## src/hw/rtl/ezvs_pkg.sv

```systemverilog
// Shared types, constants and reset values of the energy/crossing voice segmenter.
package ezvs_pkg;

	localparam int MAX_BLOCK    = 4096;
	localparam int MAX_CHANNELS = 2;

	localparam int SAMPLE_W   = 16;
	localparam int MAG_W      = SAMPLE_W + 1;
	localparam int SQ_W       = 2 * SAMPLE_W - 1;
	localparam int ENERGY_W   = 43;
	localparam int COUNT_W    = 13;
	localparam int HOLD_W     = 4;
	localparam int SEG_W      = 16;
	localparam int CHAN_W     = 2;
	localparam int CFG_IDX_W  = 3;
	localparam int CFG_DATA_W = 43;

	typedef enum logic [2:0] {
		ACT_DISCARD  = 3'd0,
		ACT_HOLD     = 3'd1,
		ACT_REPLACE  = 3'd2,
		ACT_START    = 3'd3,
		ACT_CONTINUE = 3'd4,
		ACT_END      = 3'd5,
		ACT_CANCEL   = 3'd6
	} action_t;

	typedef enum logic {
		ST_SILENT = 1'b0,
		ST_SOUND  = 1'b1
	} state_t;

	typedef enum logic [1:0] {
		SIGN_NONE = 2'd0,
		SIGN_POS  = 2'd1,
		SIGN_NEG  = 2'd2
	} sign_t;

	typedef enum logic [CFG_IDX_W-1:0] {
		CFG_CHANNEL_COUNT  = 3'd0,
		CFG_BLOCK_LENGTH   = 3'd1,
		CFG_ENERGY_LOW     = 3'd2,
		CFG_ENERGY_HIGH    = 3'd3,
		CFG_CROSSINGS_LOW  = 3'd4,
		CFG_CROSSINGS_HIGH = 3'd5,
		CFG_SILENCE_HOLD   = 3'd6,
		CFG_SEGMENT_MIN    = 3'd7
	} cfg_idx_t;

	typedef struct packed {
		logic [CHAN_W-1:0]   channel_count;
		logic [COUNT_W-1:0]  block_length;
		logic [ENERGY_W-1:0] energy_low;
		logic [ENERGY_W-1:0] energy_high;
		logic [COUNT_W-1:0]  crossings_low;
		logic [COUNT_W-1:0]  crossings_high;
		logic [HOLD_W-1:0]   silence_hold_max;
		logic [SEG_W-1:0]    segment_min_blocks;
	} cfg_t;

	// segment tracking context, updated once per block
	typedef struct packed {
		state_t             st;
		logic [HOLD_W-1:0]  held;
		logic [SEG_W-1:0]   seg_len;
	} seg_ctx_t;

	// per-frame data out of the input stage
	typedef struct packed {
		logic [SQ_W-1:0] sq;
		logic            neg;
		logic            nz;
	} frame_t;

	localparam cfg_t CFG_RESET = '{
		channel_count:      CHAN_W'(2),
		block_length:       COUNT_W'(480),
		energy_low:         ENERGY_W'(1073742),
		energy_high:        ENERGY_W'(10737418),
		crossings_low:      COUNT_W'(144),
		crossings_high:     COUNT_W'(240),
		silence_hold_max:   HOLD_W'(5),
		segment_min_blocks: SEG_W'(20)
	};

endpackage

```

## src/hw/rtl/ezvs_frame_sq.sv

```systemverilog
// Input stage: takes a frame item, forms the peak magnitude square and sign.
module ezvs_frame_sq (
	input  logic                          clk,
	input  logic                          arst_n,
	input  logic                          in_valid,
	output logic                          in_stall,
	input  logic signed [ezvs_pkg::SAMPLE_W-1:0] sample_a,
	input  logic signed [ezvs_pkg::SAMPLE_W-1:0] sample_b,
	input  logic                          use_b,
	input  logic                          adv,
	output logic                          valid_s1,
	output ezvs_pkg::frame_t              frame_s1
);
	import ezvs_pkg::*;

	logic [MAG_W-1:0]   mag_a;
	logic [MAG_W-1:0]   mag_b;
	logic [MAG_W-1:0]   peak;
	logic [2*MAG_W-1:0] prod;
	logic               load;

	assign mag_a = sample_a[SAMPLE_W-1] ? (MAG_W'(0) - {sample_a[SAMPLE_W-1], sample_a})
	                                    : {1'b0, sample_a};
	assign mag_b = sample_b[SAMPLE_W-1] ? (MAG_W'(0) - {sample_b[SAMPLE_W-1], sample_b})
	                                    : {1'b0, sample_b};
	assign peak  = (use_b && (mag_b > mag_a)) ? mag_b : mag_a;
	assign prod  = peak * peak;

	assign in_stall = valid_s1 && !adv;
	assign load     = in_valid && !in_stall;

	always_ff @(posedge clk or negedge arst_n) begin
		if (!arst_n) begin
			valid_s1 <= 1'b0;
		end else if (load) begin
			valid_s1 <= 1'b1;
		end else if (adv) begin
			valid_s1 <= 1'b0;
		end
	end

	always_ff @(posedge clk) begin
		if (load) begin
			frame_s1.sq  <= prod[SQ_W-1:0];
			frame_s1.neg <= sample_a[SAMPLE_W-1];
			frame_s1.nz  <= (peak != '0);
		end
	end

endmodule

```

## src/hw/rtl/ezvs_decide.sv

```systemverilog
// Block decision: two-threshold silent/sound machine with hangover and minimum length.
module ezvs_decide (
	input  ezvs_pkg::cfg_t                 cfg,
	input  logic [ezvs_pkg::ENERGY_W-1:0]  energy,
	input  logic [ezvs_pkg::COUNT_W-1:0]   crossings,
	input  ezvs_pkg::seg_ctx_t             ctx_cur,
	output ezvs_pkg::seg_ctx_t             ctx_nxt,
	output ezvs_pkg::action_t              action,
	output logic                           flush
);
	import ezvs_pkg::*;

	logic             loud;
	logic             moderate;
	logic             hold_room;
	logic [SEG_W:0]   seg_sum;
	logic [SEG_W-1:0] seg_sat;
	state_t           st_nxt;

	assign loud      = (energy > cfg.energy_high) || (crossings > cfg.crossings_high);
	assign moderate  = (energy > cfg.energy_low) || (crossings > cfg.crossings_low);
	assign hold_room = ctx_cur.held < cfg.silence_hold_max;
	assign seg_sum   = {1'b0, ctx_cur.seg_len} + (SEG_W+1)'(ctx_cur.held) + (SEG_W+1)'(1);
	assign seg_sat   = seg_sum[SEG_W] ? '1 : seg_sum[SEG_W-1:0];

	// next state
	always_comb begin
		unique case (ctx_cur.st)
			ST_SILENT: st_nxt = loud ? ST_SOUND : ST_SILENT;
			ST_SOUND:  st_nxt = (!moderate && !hold_room) ? ST_SILENT : ST_SOUND;
		endcase
	end

	// action and counters
	always_comb begin
		ctx_nxt.st      = st_nxt;
		action          = ACT_DISCARD;
		flush           = 1'b0;
		ctx_nxt.held    = ctx_cur.held;
		ctx_nxt.seg_len = ctx_cur.seg_len;
		unique case (ctx_cur.st)
			ST_SILENT: begin
				if (loud) begin
					action          = ACT_START;
					flush           = (ctx_cur.held != '0);
					ctx_nxt.seg_len = SEG_W'(ctx_cur.held) + SEG_W'(1);
					ctx_nxt.held    = '0;
				end else if (moderate) begin
					if (hold_room) begin
						action       = ACT_HOLD;
						ctx_nxt.held = ctx_cur.held + HOLD_W'(1);
					end else begin
						action = ACT_REPLACE;
					end
				end else begin
					action       = ACT_DISCARD;
					ctx_nxt.held = '0;
				end
			end
			ST_SOUND: begin
				if (moderate) begin
					action          = ACT_CONTINUE;
					flush           = (ctx_cur.held != '0);
					ctx_nxt.seg_len = seg_sat;
					ctx_nxt.held    = '0;
				end else if (hold_room) begin
					action       = ACT_HOLD;
					ctx_nxt.held = ctx_cur.held + HOLD_W'(1);
				end else begin
					action          = (ctx_cur.seg_len >= cfg.segment_min_blocks) ? ACT_END
					                                                              : ACT_CANCEL;
					ctx_nxt.seg_len = '0;
					ctx_nxt.held    = '0;
				end
			end
		endcase
	end

endmodule

```

## src/hw/rtl/energy_zcr_voice_segmenter_top.sv

```systemverilog
// Top level: config registers, block accumulators, segment context and result register.
// A block's result passes through the input stage register, then the result register.
// Throughput: one frame item per cycle; the input stage squares, the second stage
// does the 43-bit accumulate, threshold compares and decision into the result register.
// A stalled result holds the second stage only on a block's last frame.
// Reset (arst_n low, asynchronous): accumulators, context and valids cleared, config
// registers back to defaults; no clearing pass.
module energy_zcr_voice_segmenter_top (
	input  logic                                 clk,
	input  logic                                 arst_n,
	input  logic                                 cfg_we,
	input  logic [ezvs_pkg::CFG_IDX_W-1:0]       cfg_index,
	input  logic [ezvs_pkg::CFG_DATA_W-1:0]      cfg_data,
	input  logic                                 in_valid,
	output logic                                 in_stall,
	input  logic signed [ezvs_pkg::SAMPLE_W-1:0] sample_a,
	input  logic signed [ezvs_pkg::SAMPLE_W-1:0] sample_b,
	output logic                                 out_valid,
	input  logic                                 out_stall,
	output logic [2:0]                           action,
	output logic                                 flush_held,
	output logic [ezvs_pkg::ENERGY_W-1:0]        block_energy,
	output logic [ezvs_pkg::COUNT_W-1:0]         block_crossings,
	output logic                                 in_sound,
	output logic [ezvs_pkg::SEG_W-1:0]           segment_blocks
);
	import ezvs_pkg::*;

	cfg_t                cfg_q;
	logic [ENERGY_W-1:0] energy_q;
	logic [COUNT_W-1:0]  count_q;
	sign_t               last_sign_q;
	logic [COUNT_W-1:0]  frame_q;
	seg_ctx_t            ctx_q;

	logic                valid_s1;
	frame_t              frame_s1;
	logic                use_b;
	logic                adv;
	logic                out_free;
	logic                blk_end;

	logic [COUNT_W-1:0]  len_eff;
	logic [COUNT_W-1:0]  frame_nxt;
	logic [ENERGY_W:0]   sum_ext;
	logic [ENERGY_W-1:0] energy_new;
	logic [COUNT_W-1:0]  count_new;
	sign_t               sign_cur;

	seg_ctx_t            ctx_nxt;
	action_t             dec_action;
	logic                dec_flush;

	action_t             out_action_q;
	logic                out_valid_q;
	logic                out_flush_q;
	logic [ENERGY_W-1:0] out_energy_q;
	logic [COUNT_W-1:0]  out_cross_q;
	logic                out_sound_q;
	logic [SEG_W-1:0]    out_seg_q;

	// configuration writes
	always_ff @(posedge clk or negedge arst_n) begin
		if (!arst_n) begin
			cfg_q <= CFG_RESET;
		end else if (cfg_we) begin
			unique case (cfg_idx_t'(cfg_index))
				CFG_CHANNEL_COUNT:  cfg_q.channel_count      <= cfg_data[CHAN_W-1:0];
				CFG_BLOCK_LENGTH:   cfg_q.block_length       <= cfg_data[COUNT_W-1:0];
				CFG_ENERGY_LOW:     cfg_q.energy_low         <= cfg_data[ENERGY_W-1:0];
				CFG_ENERGY_HIGH:    cfg_q.energy_high        <= cfg_data[ENERGY_W-1:0];
				CFG_CROSSINGS_LOW:  cfg_q.crossings_low      <= cfg_data[COUNT_W-1:0];
				CFG_CROSSINGS_HIGH: cfg_q.crossings_high     <= cfg_data[COUNT_W-1:0];
				CFG_SILENCE_HOLD:   cfg_q.silence_hold_max   <= cfg_data[HOLD_W-1:0];
				CFG_SEGMENT_MIN:    cfg_q.segment_min_blocks <= cfg_data[SEG_W-1:0];
			endcase
		end
	end

	// zero and three channel codes fold to one and two
	assign use_b = (cfg_q.channel_count >= CHAN_W'(2)) && (MAX_CHANNELS >= 2);

	ezvs_frame_sq u_frame (
		.clk      (clk),
		.arst_n   (arst_n),
		.in_valid (in_valid),
		.in_stall (in_stall),
		.sample_a (sample_a),
		.sample_b (sample_b),
		.use_b    (use_b),
		.adv      (adv),
		.valid_s1 (valid_s1),
		.frame_s1 (frame_s1)
	);

	always_comb begin
		if (cfg_q.block_length == '0) begin
			len_eff = COUNT_W'(1);
		end else if ((COUNT_W+18)'(cfg_q.block_length) > (COUNT_W+18)'(MAX_BLOCK)) begin
			len_eff = COUNT_W'(MAX_BLOCK);
		end else begin
			len_eff = cfg_q.block_length;
		end
	end

	assign frame_nxt  = frame_q + COUNT_W'(1);
	assign blk_end    = (frame_nxt >= len_eff);
	assign out_free   = !out_valid_q || !out_stall;
	assign adv        = valid_s1 && (!blk_end || out_free);

	assign sum_ext    = {1'b0, energy_q} + (ENERGY_W+1)'(frame_s1.sq);
	assign energy_new = sum_ext[ENERGY_W] ? '1 : sum_ext[ENERGY_W-1:0];
	assign sign_cur   = frame_s1.neg ? SIGN_NEG : SIGN_POS;
	assign count_new  = (frame_s1.nz && (sign_cur != last_sign_q) && (count_q != '1))
	                    ? count_q + COUNT_W'(1) : count_q;

	ezvs_decide u_decide (
		.cfg       (cfg_q),
		.energy    (energy_new),
		.crossings (count_new),
		.ctx_cur   (ctx_q),
		.ctx_nxt   (ctx_nxt),
		.action    (dec_action),
		.flush     (dec_flush)
	);

	// block accumulators and segment context
	always_ff @(posedge clk or negedge arst_n) begin
		if (!arst_n) begin
			energy_q    <= '0;
			count_q     <= '0;
			last_sign_q <= SIGN_NONE;
			frame_q     <= '0;
			ctx_q       <= '{st: ST_SILENT, held: '0, seg_len: '0};
		end else if (adv) begin
			if (blk_end) begin
				energy_q    <= '0;
				count_q     <= '0;
				last_sign_q <= SIGN_NONE;
				frame_q     <= '0;
				ctx_q       <= ctx_nxt;
			end else begin
				energy_q <= energy_new;
				count_q  <= count_new;
				frame_q  <= frame_nxt;
				if (frame_s1.nz) begin
					last_sign_q <= sign_cur;
				end
			end
		end
	end

	// result register
	always_ff @(posedge clk or negedge arst_n) begin
		if (!arst_n) begin
			out_valid_q <= 1'b0;
		end else if (adv && blk_end) begin
			out_valid_q <= 1'b1;
		end else if (!out_stall) begin
			out_valid_q <= 1'b0;
		end
	end

	always_ff @(posedge clk) begin
		if (adv && blk_end) begin
			out_action_q <= dec_action;
			out_flush_q  <= dec_flush;
			out_energy_q <= energy_new;
			out_cross_q  <= count_new;
			out_sound_q  <= (ctx_nxt.st == ST_SOUND);
			out_seg_q    <= ctx_nxt.seg_len;
		end
	end

	assign out_valid       = out_valid_q;
	assign action          = out_action_q;
	assign flush_held      = out_flush_q;
	assign block_energy    = out_energy_q;
	assign block_crossings = out_cross_q;
	assign in_sound        = out_sound_q;
	assign segment_blocks  = out_seg_q;

`ifndef SYNTHESIS
	a_silent_no_segment: assert property (@(posedge clk) disable iff (!arst_n)
		(ctx_q.st == ST_SILENT) |-> (ctx_q.seg_len == '0))
		else $error("segment length nonzero while silent");

	a_result_held: assert property (@(posedge clk) disable iff (!arst_n)
		(out_valid_q && out_stall) |=> (out_valid_q && $stable(out_seg_q)
		&& $stable(out_energy_q)))
		else $error("stalled result lost or changed");

	a_stall_only_full: assert property (@(posedge clk) disable iff (!arst_n)
		in_stall |-> (valid_s1 && blk_end && out_valid_q && out_stall))
		else $error("input stalled without a blocked block end");

	a_sound_actions: assert property (@(posedge clk) disable iff (!arst_n)
		(out_valid_q && (out_action_q == ACT_START || out_action_q == ACT_CONTINUE))
		|-> (out_sound_q && out_seg_q != '0))
		else $error("start or continue without sound state");

	a_end_clears: assert property (@(posedge clk) disable iff (!arst_n)
		(out_valid_q && (out_action_q == ACT_END || out_action_q == ACT_CANCEL))
		|-> (!out_sound_q && out_seg_q == '0 && !out_flush_q))
		else $error("end or cancel left segment state");
`endif

endmodule
```

## config.mk

```make
export PLATFORM = sky130hd
export DESIGN_NAME = energy_zcr_voice_segmenter_top
export DESIGN_NICKNAME = d
export VERILOG_FILES = /design/src/hw/rtl/ezvs_pkg.sv /design/src/hw/rtl/ezvs_frame_sq.sv /design/src/hw/rtl/ezvs_decide.sv /design/src/hw/rtl/energy_zcr_voice_segmenter_top.sv
export SDC_FILE = /design/constraint.sdc
export NUM_CORES = 1
export LEC_CHECK = 0
export BUFFER_PORTS_ARGS = -buffer_cell sky130_fd_sc_hd__buf_2
export CORE_MARGIN = 10
export CORE_UTILIZATION = 57
export DETAILED_ROUTE_END_ITERATION = 8
export PLACE_DENSITY = 0.77
export SETUP_SLACK_MARGIN = 0.1
export SLEW_MARGIN = 20
export SYNTH_ARGS = -nofsm -noshare
export SYNTH_HDL_FRONTEND = slang
export SYNTH_SLANG_ARGS = --single-unit
export TNS_END_PERCENT = 5
```

## constraint.sdc

```tcl
create_clock -name clk -period 8.4 [get_ports clk]
set_clock_uncertainty 0.2 [all_clocks]
set_input_delay 2.1 -clock clk [delete_from_list [all_inputs] [get_ports clk]]
set_output_delay 2.1 -clock clk [all_outputs]
set_load 0.005 [all_outputs]
```

# Word-level counts from Yosys, hierarchy flattened
# Cells that the tools add are included.
# word_totals
regBits	351
inputBits	83
out_inout_bits	79
word_cells	133
# classes
mul	1
n_bitwise	1
n_reduce_logical	36
n_lt_le_gt_ge	10
eq_ne	11
muxes	39
add_sub_neg	9
# ops
cell	count
43-bit > comparator	2
43-bit two-way mux	2
13-bit two-way mux	5
17-bit two-way mux	3
16-bit two-way mux	3
43-bit by 31-bit adder with 44-bit output	1
20-bit case mux with 2 select lines	1
1-bit by 16-bit subtractor with 17-bit output (first input constant)	2
17-bit by 17-bit multiplier with 31-bit output	1
13-bit by 1-bit adder with 13-bit output (second input constant)	2
13-bit > comparator	2
20-bit two-way mux	1
2-bit AND reduction	10
16-bit by 4-bit adder with 17-bit output	1
17-bit by 1-bit adder with 17-bit output (second input constant)	1
17-bit > comparator	1
17-bit nonzero test	1
16-bit >= comparator	1
4-bit two-way mux	4
13-bit >= comparator	1
13-bit > comparator (second input constant)	1
13-bit zero test	1
13-bit inequality test (second input constant)	1
3-bit == test (second input constant)	4
22 further kinds	55

# Logic depth before layout (Yosys ltp)
# Gate-level depths: netlist of run 1.
# depth
depth_word	12
mapped_depth	43
ltp_nobuf	40

# By module
# Synthesis of run 1 repeated with hierarchy kept, for this count alone.
# hier_totals
cells_unflattened	2886
area_unflattened_um2	28985.3
# modules_own_cells
mod	cells_per_inst	area_per_inst_um2	n_inst	seq_area_each_um2
energy_zcr_voice_segmenter_top	1218	14781.7	1	8361.8
ezvs_frame_sq	1060	9960.8	1	985.9
ezvs_decide	608	4242.8	1	0.0

# Worst setup path before layout of run 1
# Ideal clock, no wire load.
# synth_timing
path_kind	input to register
start	input sample_a[4] (netlist bit)
end	register u_frame.frame_s1[31] (netlist name)
required_ns	7.942
arrival_time_ns	11.842
cell_stages	39
setup_slack_ns	-3.900
setup_ns	0.258
n_path_buf	2
path_cell_list	nor3_2 -> nand3_1 -> or3_1 -> or4_1 -> or4_1 -> or4b_4 -> ha_1 -> nand4_1 -> or3_1 -> nor3_1 -> nand4_1 -> o211ai_1 -> clkbuf_1 -> o21ai_1 -> inv_1 -> clkbuf_1 -> nand2_1 -> fa_1 -> (+3 left out) -> fa_1 -> fa_1 -> inv_1 -> fa_1 -> inv_1 -> fa_1 -> inv_1 -> ha_1 -> a21o_1 -> a2111oi_0 -> a221oi_1 -> a41o_1 -> o221a_2 -> a221o_1 -> a21oi_1 -> o21ai_0 -> a21oi_1 -> xnor2_1
# synth_via
elab_chain_len	6
# synth_lines
element	line_no	rtl
from (decl)	energy_zcr_voice_segmenter_top.sv:16	input logic signed [ezvs_pkg::SAMPLE_W-1:0] sample_a,
1-bit by 16-bit subtractor with 17-bit output	ezvs_frame_sq.sv:22	assign mag_a = sample_a[SAMPLE_W-1] ? (MAG_W'(0) - {sample_a[SAMPLE_W-1], sample_a})
17-bit two-way mux *	ezvs_frame_sq.sv:22	
17-bit > comparator	ezvs_frame_sq.sv:26	assign peak = (use_b && (mag_b > mag_a)) ? mag_b : mag_a;
1-bit logical AND	ezvs_frame_sq.sv:26	
17-bit two-way mux *	ezvs_frame_sq.sv:26	
17-bit by 17-bit multiplier with 31-bit output *	ezvs_frame_sq.sv:27	assign prod = peak * peak;
net u_frame.prod[29]	ezvs_frame_sq.sv:19	logic [2*MAG_W-1:0] prod;
# The timed path passes the listed nets; every way through them passes the cells marked *.
# A chain may end at the register's enable or synchronous reset.

# Final worst setup path of run 1
# layout_timing
start	input sample_a[3] (netlist bit)
end	register u_frame.frame_s1[29] (netlist name)
# layout_via
elab_chain_len	6
# layout_lines
element	line_no
1-bit by 16-bit subtractor with 17-bit output	ezvs_frame_sq.sv:22
17-bit two-way mux *	ezvs_frame_sq.sv:22
17-bit > comparator	ezvs_frame_sq.sv:26
1-bit logical AND	ezvs_frame_sq.sv:26
17-bit two-way mux *	ezvs_frame_sq.sv:26
17-bit by 17-bit multiplier with 31-bit output *	ezvs_frame_sq.sv:27
net u_frame.prod[27]	ezvs_frame_sq.sv:19
# Marks and branches as above.

==> results.yml, run 1 <==
outcome:
  status: "finished, violations left"
  failed_checks: "setup timing"
sta:
  final_hold_viol_count: 0
  tightestPinTransition_ps: 925.9
  maxSlewViolCount: 0
  fin_crit_sh_pct: 135.4
  setup_viol: 26
  rsz0062_at_grt: "yes"
  min_period_ps: 11370
  relSlewSlack_pct: 38.27
  fmax_ghz: 0.08794
  finalWorstSetupSlack_ps: -2971
hold_path:
  hp-start: "u_frame.valid_s1"
  hp-class: "flop to flop"
layout:
  n_antenna_cell: 0
  layout-drive-gt1-share_pct: 22.13
  fillers: 3662
  multi_input_area_um2: 17340
  layout.core_utilization_pct: 68.03
  num-nets-final: 3823
  seq_area_um2: 9323
  area_growth_pct: 18.60
logic_synthesis:
  seq_area_frac_synth_pct: 33.34
  synth-edff-count: 109
  syn_inst: 2842
  synth_area_per_cell_um2: 9.840
  yosysWarnings: 0
  yosys_register_bits: 349
  synth_async_sr_flop_share_pct: 68.77
  netlist_area_um2: 27960
  ys.flop_type: "dfrtp_1"
  ys_types: 77
grt:
  grt_pass1_wl_um: 118900
  grt_start_max_net_pins: 118
  antenna_found_initial: 2
  globalRouteOverflowTotal: 0
  track_usage_pct: 25.21
  first_global_vias: 23790
floorplanning:
  row_count: 81
  die_w_um: 241.5
  pin_count: 162
  fp.dieH_um: 241.5
  core-area_um2: 48750
  start_util_pct: 57.37
  die_area_um2: 58320
route:
  viasPerCell: 5.750
  first_iter_violations: 1496
  wire_per_inst_um: 18.56
  wl_um: 73180
  vias: 22680
  first_pass_iters: 9
  drcViolationCount: 0
  detail-route-antenna-nets: 0
critical_path:
  cp_data_required_time_ps: 8470
  end_kind: "flop"
  cp_num_buf_inv: 8
  timing.rr.start: "u_frame.frame_s1[4]"
  arrival_ps: 11450
  setup.worst_path.start_class: "primary input"
  slowest_stage: "fa_1"
  startpoint: "sample_a[3]"
  path_max_fanout: 5
  path_class: "primary input to flop"
  critPathMaxStageDelay_ps: 540
  cp_common_cell: "fa_1"
  crit_family: "adder cells"
place:
  portBuffers: 161
  hpwlAfterDp_um: 57270
  gp_congestion: 0.9564
run:
  maxCapViolations: 0
clock_network:
  clk_latency_ps: 530
  cts_made_buffers: 36
  postCtsHoldBufs: 0
  clkTransAtPathRegs_ps: 60
  cts_root_buf: "clkbuf_16"
  cts.sinks: 349
  tritoncts: "built"
  cts_buffer_depth: 3
  htreeDepth: 2
sequential cells by signal, indices dropped and copies added (netlist names), 2 cells and up:
signal,flops
action,3
u_frame.frame_s1,32
cfg_q,146
block_crossings,13
segment_blocks,16
energy_q,43
count_q,13
last_sign_q,2
block_energy,43
ctx_q,21
frame_q,13
synthesized netlist by cell type, types with 9 or more instances:
cell      number  area (um2)
a211oi_1      21       157.7
a21o_1        80       600.6
a21oi_1       91       455.4
a22o_1        50       437.9
a31oi_1       18       112.6
and3_1        25       156.4
clkbuf_1      71       266.5
clkinv_1       9       33.78
dfrtp_1      205        5130
dfstp_2       35       919.6
edfxtp_1     109        3273
fa_1         190        3804
ha_1         296        3704
inv_1        416        1562
mux2_2       102        1149
mux2i_1       13       130.1
nand2_1      314        1179
nand2b_1      22       137.6
nand3_1       56       280.3
nand4_1       45       281.5
nor2_1       145       544.3
nor2b_1       13       81.33
nor3_1        22       110.1
nor4_1        11       68.82
o211ai_1      15       112.6
o21a_1        14       105.1
o21ai_0      172       860.8
o21bai_1       9       67.56
o22ai_1       10       62.56
o31ai_1       17       127.6
or2_2         11       68.82
xnor2_1       62       543.0
xor2_1        48       420.4
final cells by class:
class | instances | area share [%]
clock inverters | 12 | 0.5131
well taps | 664 | 2.505
inverters | 425 | 4.836
flip-flops and latches | 349 | 28.11
clock buffers | 52 | 3.143
multi-input cells | 2020 | 52.27
repair buffers | 422 | 8.624
layout by cell type, fill, tap and decap left out, types with 10 or more instances in the layout:
cell         n
a22o_1      50
ha_4        11
edfxtp_1   109
conb_1      34
o211ai_1    15
clkbuf_16   37
nor2b_1     11
o21a_1      11
mux2_2     102
xnor2_1     61
o21ai_0    169
buf_2      160
ha_1       285
a21o_1      80
dfstp_2     35
nor2_1     132
xor2_1      48
nand3_1     54
inv_1      408
a31oi_1     18
or2_2       11
buf_4      251
fa_1       186
nand2b_1    22
nand4_1     45
dfrtp_1    205
a211oi_1    20
o22ai_1     10
a21oi_2     13
nor2_2      10
nor3_1      20
a21oi_1     78
nand2_1    310
and3_1      25
o31ai_1     17
nor4_1      11
kinds of logic after synthesis:
group                    count (synthesis)  share of synthesized area (%)
XOR/XNOR                               110                          3.445
AND/OR/NAND/NOR                        707                          11.62
other                                    2                        0.02686
flip-flops                             349                          33.34
multiplexers                           116                          4.626
AO/OA/AOI/OAI                          567                          13.29
adder cells (fa/ha/maj)                486                          26.85
buffers and inverters                  505                          6.810
repair_timing:
action                                 CTS  global route
pin swaps                               23            22
resized for setup                       57            29
endpoints found under the hold margin    0             0
buffers inserted                         8             2
setup endpoints to repair               26            29
cloned                                   1             0
final timing paths:
check                                  endpoint  slack (ps)  depth (start not counted)
max                        u_frame.frame_s1[29]       -2970                         38
min                                   out_valid         300                          2
max reg2reg                   segment_blocks[6]         860                         23
min reg2reg                           out_valid         300                          2
max in group asynchronous            cfg_q[143]        5150                          2
min in group asynchronous             ctx_q[15]        1420                          1
through the flow:
| stage | TNS, ps | setup slack, ps | hold WS, ps | std cells | cell area, um2 |
|---|---|---|---|---|---|
| 3_3_place_gp | -65230 | -3438 | 270.9 | 3869 | 31460 |
| 3_5_place_dp | -71610 | -3733 | 287.9 | 3869 | 31460 |
| 4_1_cts | -53050 | -3017 | 302.1 | 3942 | 33030 |
| 6_report | -52610 | -2971 | 303.5 | 3944 | 33170 |
| 2_1_floorplan | -57820 | -3225 | 256.3 | 2874 | 28260 |
| 5_1_grt | -61840 | -3345 | 323.6 | 3944 | 33170 |
layer usage:
| layer | vias to the layer above | routed length (um) | global-route usage, % |
|---|---|---|---|
| li1 | 10520 | - | - |
| met1 | 11170 | 28630 | 29.49 |
| met2 | 788 | 36930 | 44.84 |
| met3 | 202 | 4485 | 3.992 |
| met4 | 2 | 3131 | 11.34 |
| met5 | - | 11 | 0 |
worst min-delay path: cells and delay by family, from the launching register on:
kind	cells	cell delay, ps
AND/OR/NAND/NOR	2	120
flip-flops	1	340
Power of run 1 is not shown: default switching activity piles up to over one toggle a cycle in this logic, so the estimate is an artifact.
==> run 2: changes to the inputs <==
Settings changed: BUFFER_PORTS_ARGS -buffer_cell sky130_fd_sc_hd__buf_2 to default, CORE_UTILIZATION 57 to 59, DONT_BUFFER_PORTS from default to 1.
==> results.yml, run 2 (same netlist as run 1, synthesis figures left out) <==
outcome:
  status: "finished, violations left"
  failed_checks: "setup timing"
critical_path:
  slowest_stage: "or4b_4"
  setup.worst_path.start_class: "primary input"
  path_class: "primary input to flop"
  end_kind: "flop"
  critPathMaxStageDelay_ps: 550
  cp_common_cell: "fa_1"
  path_max_fanout: 5
  reg2reg_setup_slack_ps: 590
  cp_data_required_time_ps: 8480
  arrival_ps: 11380
place:
  portBuffers: 0
  gp_congestion: 0.9579
  placed_cells: 3623
  hpwlAfterDp_um: 56760
layout:
  area_growth_pct: 14.38
  final_cell_mix: "inv_1, nand2_1, ha_1"
  stdcell_count: 3697
  final_common_cell: "inv_1"
  regMostFlops: "cfg_q"
  layout-drive-gt1-share_pct: 17.28
  fillers: 3486
  layout.core_utilization_pct: 68.42
  n_antenna_cell: 0
  num-nets-final: 3634
  largest_reg_flops: 146
floorplanning:
  die_area_um2: 56510
  row_count: 79
  start_util_pct: 59.81
  die_w_um: 237.7
  core-area_um2: 46750
  pin_count: 162
  fp.dieH_um: 237.7
sta:
  fmax_ghz: 0.08853
  tns_ps: -50690
  min_period_ps: 11300
  relSlewSlack_pct: 32.93
  final_hold_viol_count: 0
  rsz0062_at_grt: "yes"
  fin_crit_sh_pct: 134.5
  setup_viol: 26
  maxSlewViolCount: 0
  tightestPinTransition_ps: 995.5
  finalWorstSetupSlack_ps: -2896
route:
  drcViolationCount: 0
  viasPerCell: 5.869
  detail-route-antenna-nets: 0
  wl_um: 72920
  vias: 21700
  first_pass_iters: 5
  first_iter_violations: 1486
  wire_per_inst_um: 19.72
clock_network:
  htreeDepth: 2
  cts_made_buffers: 34
  clkTransAtPathRegs_ps: 70
  cts.sinks: 349
  tritoncts: "built"
  clk_latency_ps: 540
  cts_root_buf: "clkbuf_16"
  postCtsHoldBufs: 0
  cts_buffer_depth: 3
grt:
  globalRouteOverflowTotal: 0
  grt_start_max_net_pins: 241
  antenna_found_initial: 2
  first_global_vias: 22930
  track_usage_pct: 25.48
  grt_pass1_wl_um: 117000
hold_path:
  hp-class: "flop to flop"
run:
  maxCapViolations: 0
## run 2: cell types whose count changed in the layout (fill, tap and decap cells not counted), sizes merged
cell,change
buf,-187
bufbuf,-1
bufinv,-2
clkbuf,-1
clkinv,+1
clkinvlp,+1
inv,-1
## run 2: cell type report
cell class	instances	area, um2	share of cell area [%]
Multi-Input combinational cell	2020	17320	54.14
Inverter	425	1608	5.026
Sequential cell	349	9323	29.15
Tap cell	607	759.5	2.374
Timing Repair Buffer	235	1853	5.793
Clock buffer	50	1015	3.172
Clock inverter	11	110.1	0.3442
## run 2: stage by stage
| step | instance area [um2] | setup slack (ps) | hold slack [ps] |
|---|---|---|---|
| 6_report | 31990 | -2896 | 305.8 |
| 5_1_grt | 31990 | -3229 | 310.3 |
| 4_1_cts | 31660 | -3009 | 299.2 |
| 3_5_place_dp | 30360 | -3642 | 285.3 |
| 3_3_place_gp | 30360 | -3326 | 270.9 |
| 2_1_floorplan | 28260 | -3225 | 256.3 |
## run 2: routing by layer
layer / wire length [um] / vias to the layer above / global-route usage, %
li1: - / 10150 / -
met1: 28320 / 10680 / 29.10
met2: 37500 / 678 / 46.45
met3: 4011 / 195 / 4.050
met4: 3063 / 4 / 10.97
met5: 28 / - / 0
## run 2: final timing paths
check	to	startpoint	cells after the start
hold reg to reg	cfg_q[68]	cfg_q[68]	1
setup / recovery	u_frame.frame_s1[31]	sample_a[4]	38
min in group asynchronous	ctx_q[14]	arst_n	0
max in group asynchronous	cfg_q[63]	arst_n	0
setup reg to reg	segment_blocks[8]	u_frame.frame_s1[4]	21
hold / removal	cfg_q[68]	cfg_q[68]	1
## run 2: worst max-delay path, delay by kind of cell
kind	cells	cell delay [ps]
simple gates	11	2740
compound gates	10	2170
mux	1	330
buf+inv	7	590
xor+xnor	1	90
fa+ha+maj	8	3330
## run 2: what timing repair did
item	in CTS	in global routing
pin swaps	7	32
gates cloned	1	0
setup buffers	6	6
endpoints found under the setup margin	30	35
resized for setup	30	67
Power of run 2 is left out for the same reason.
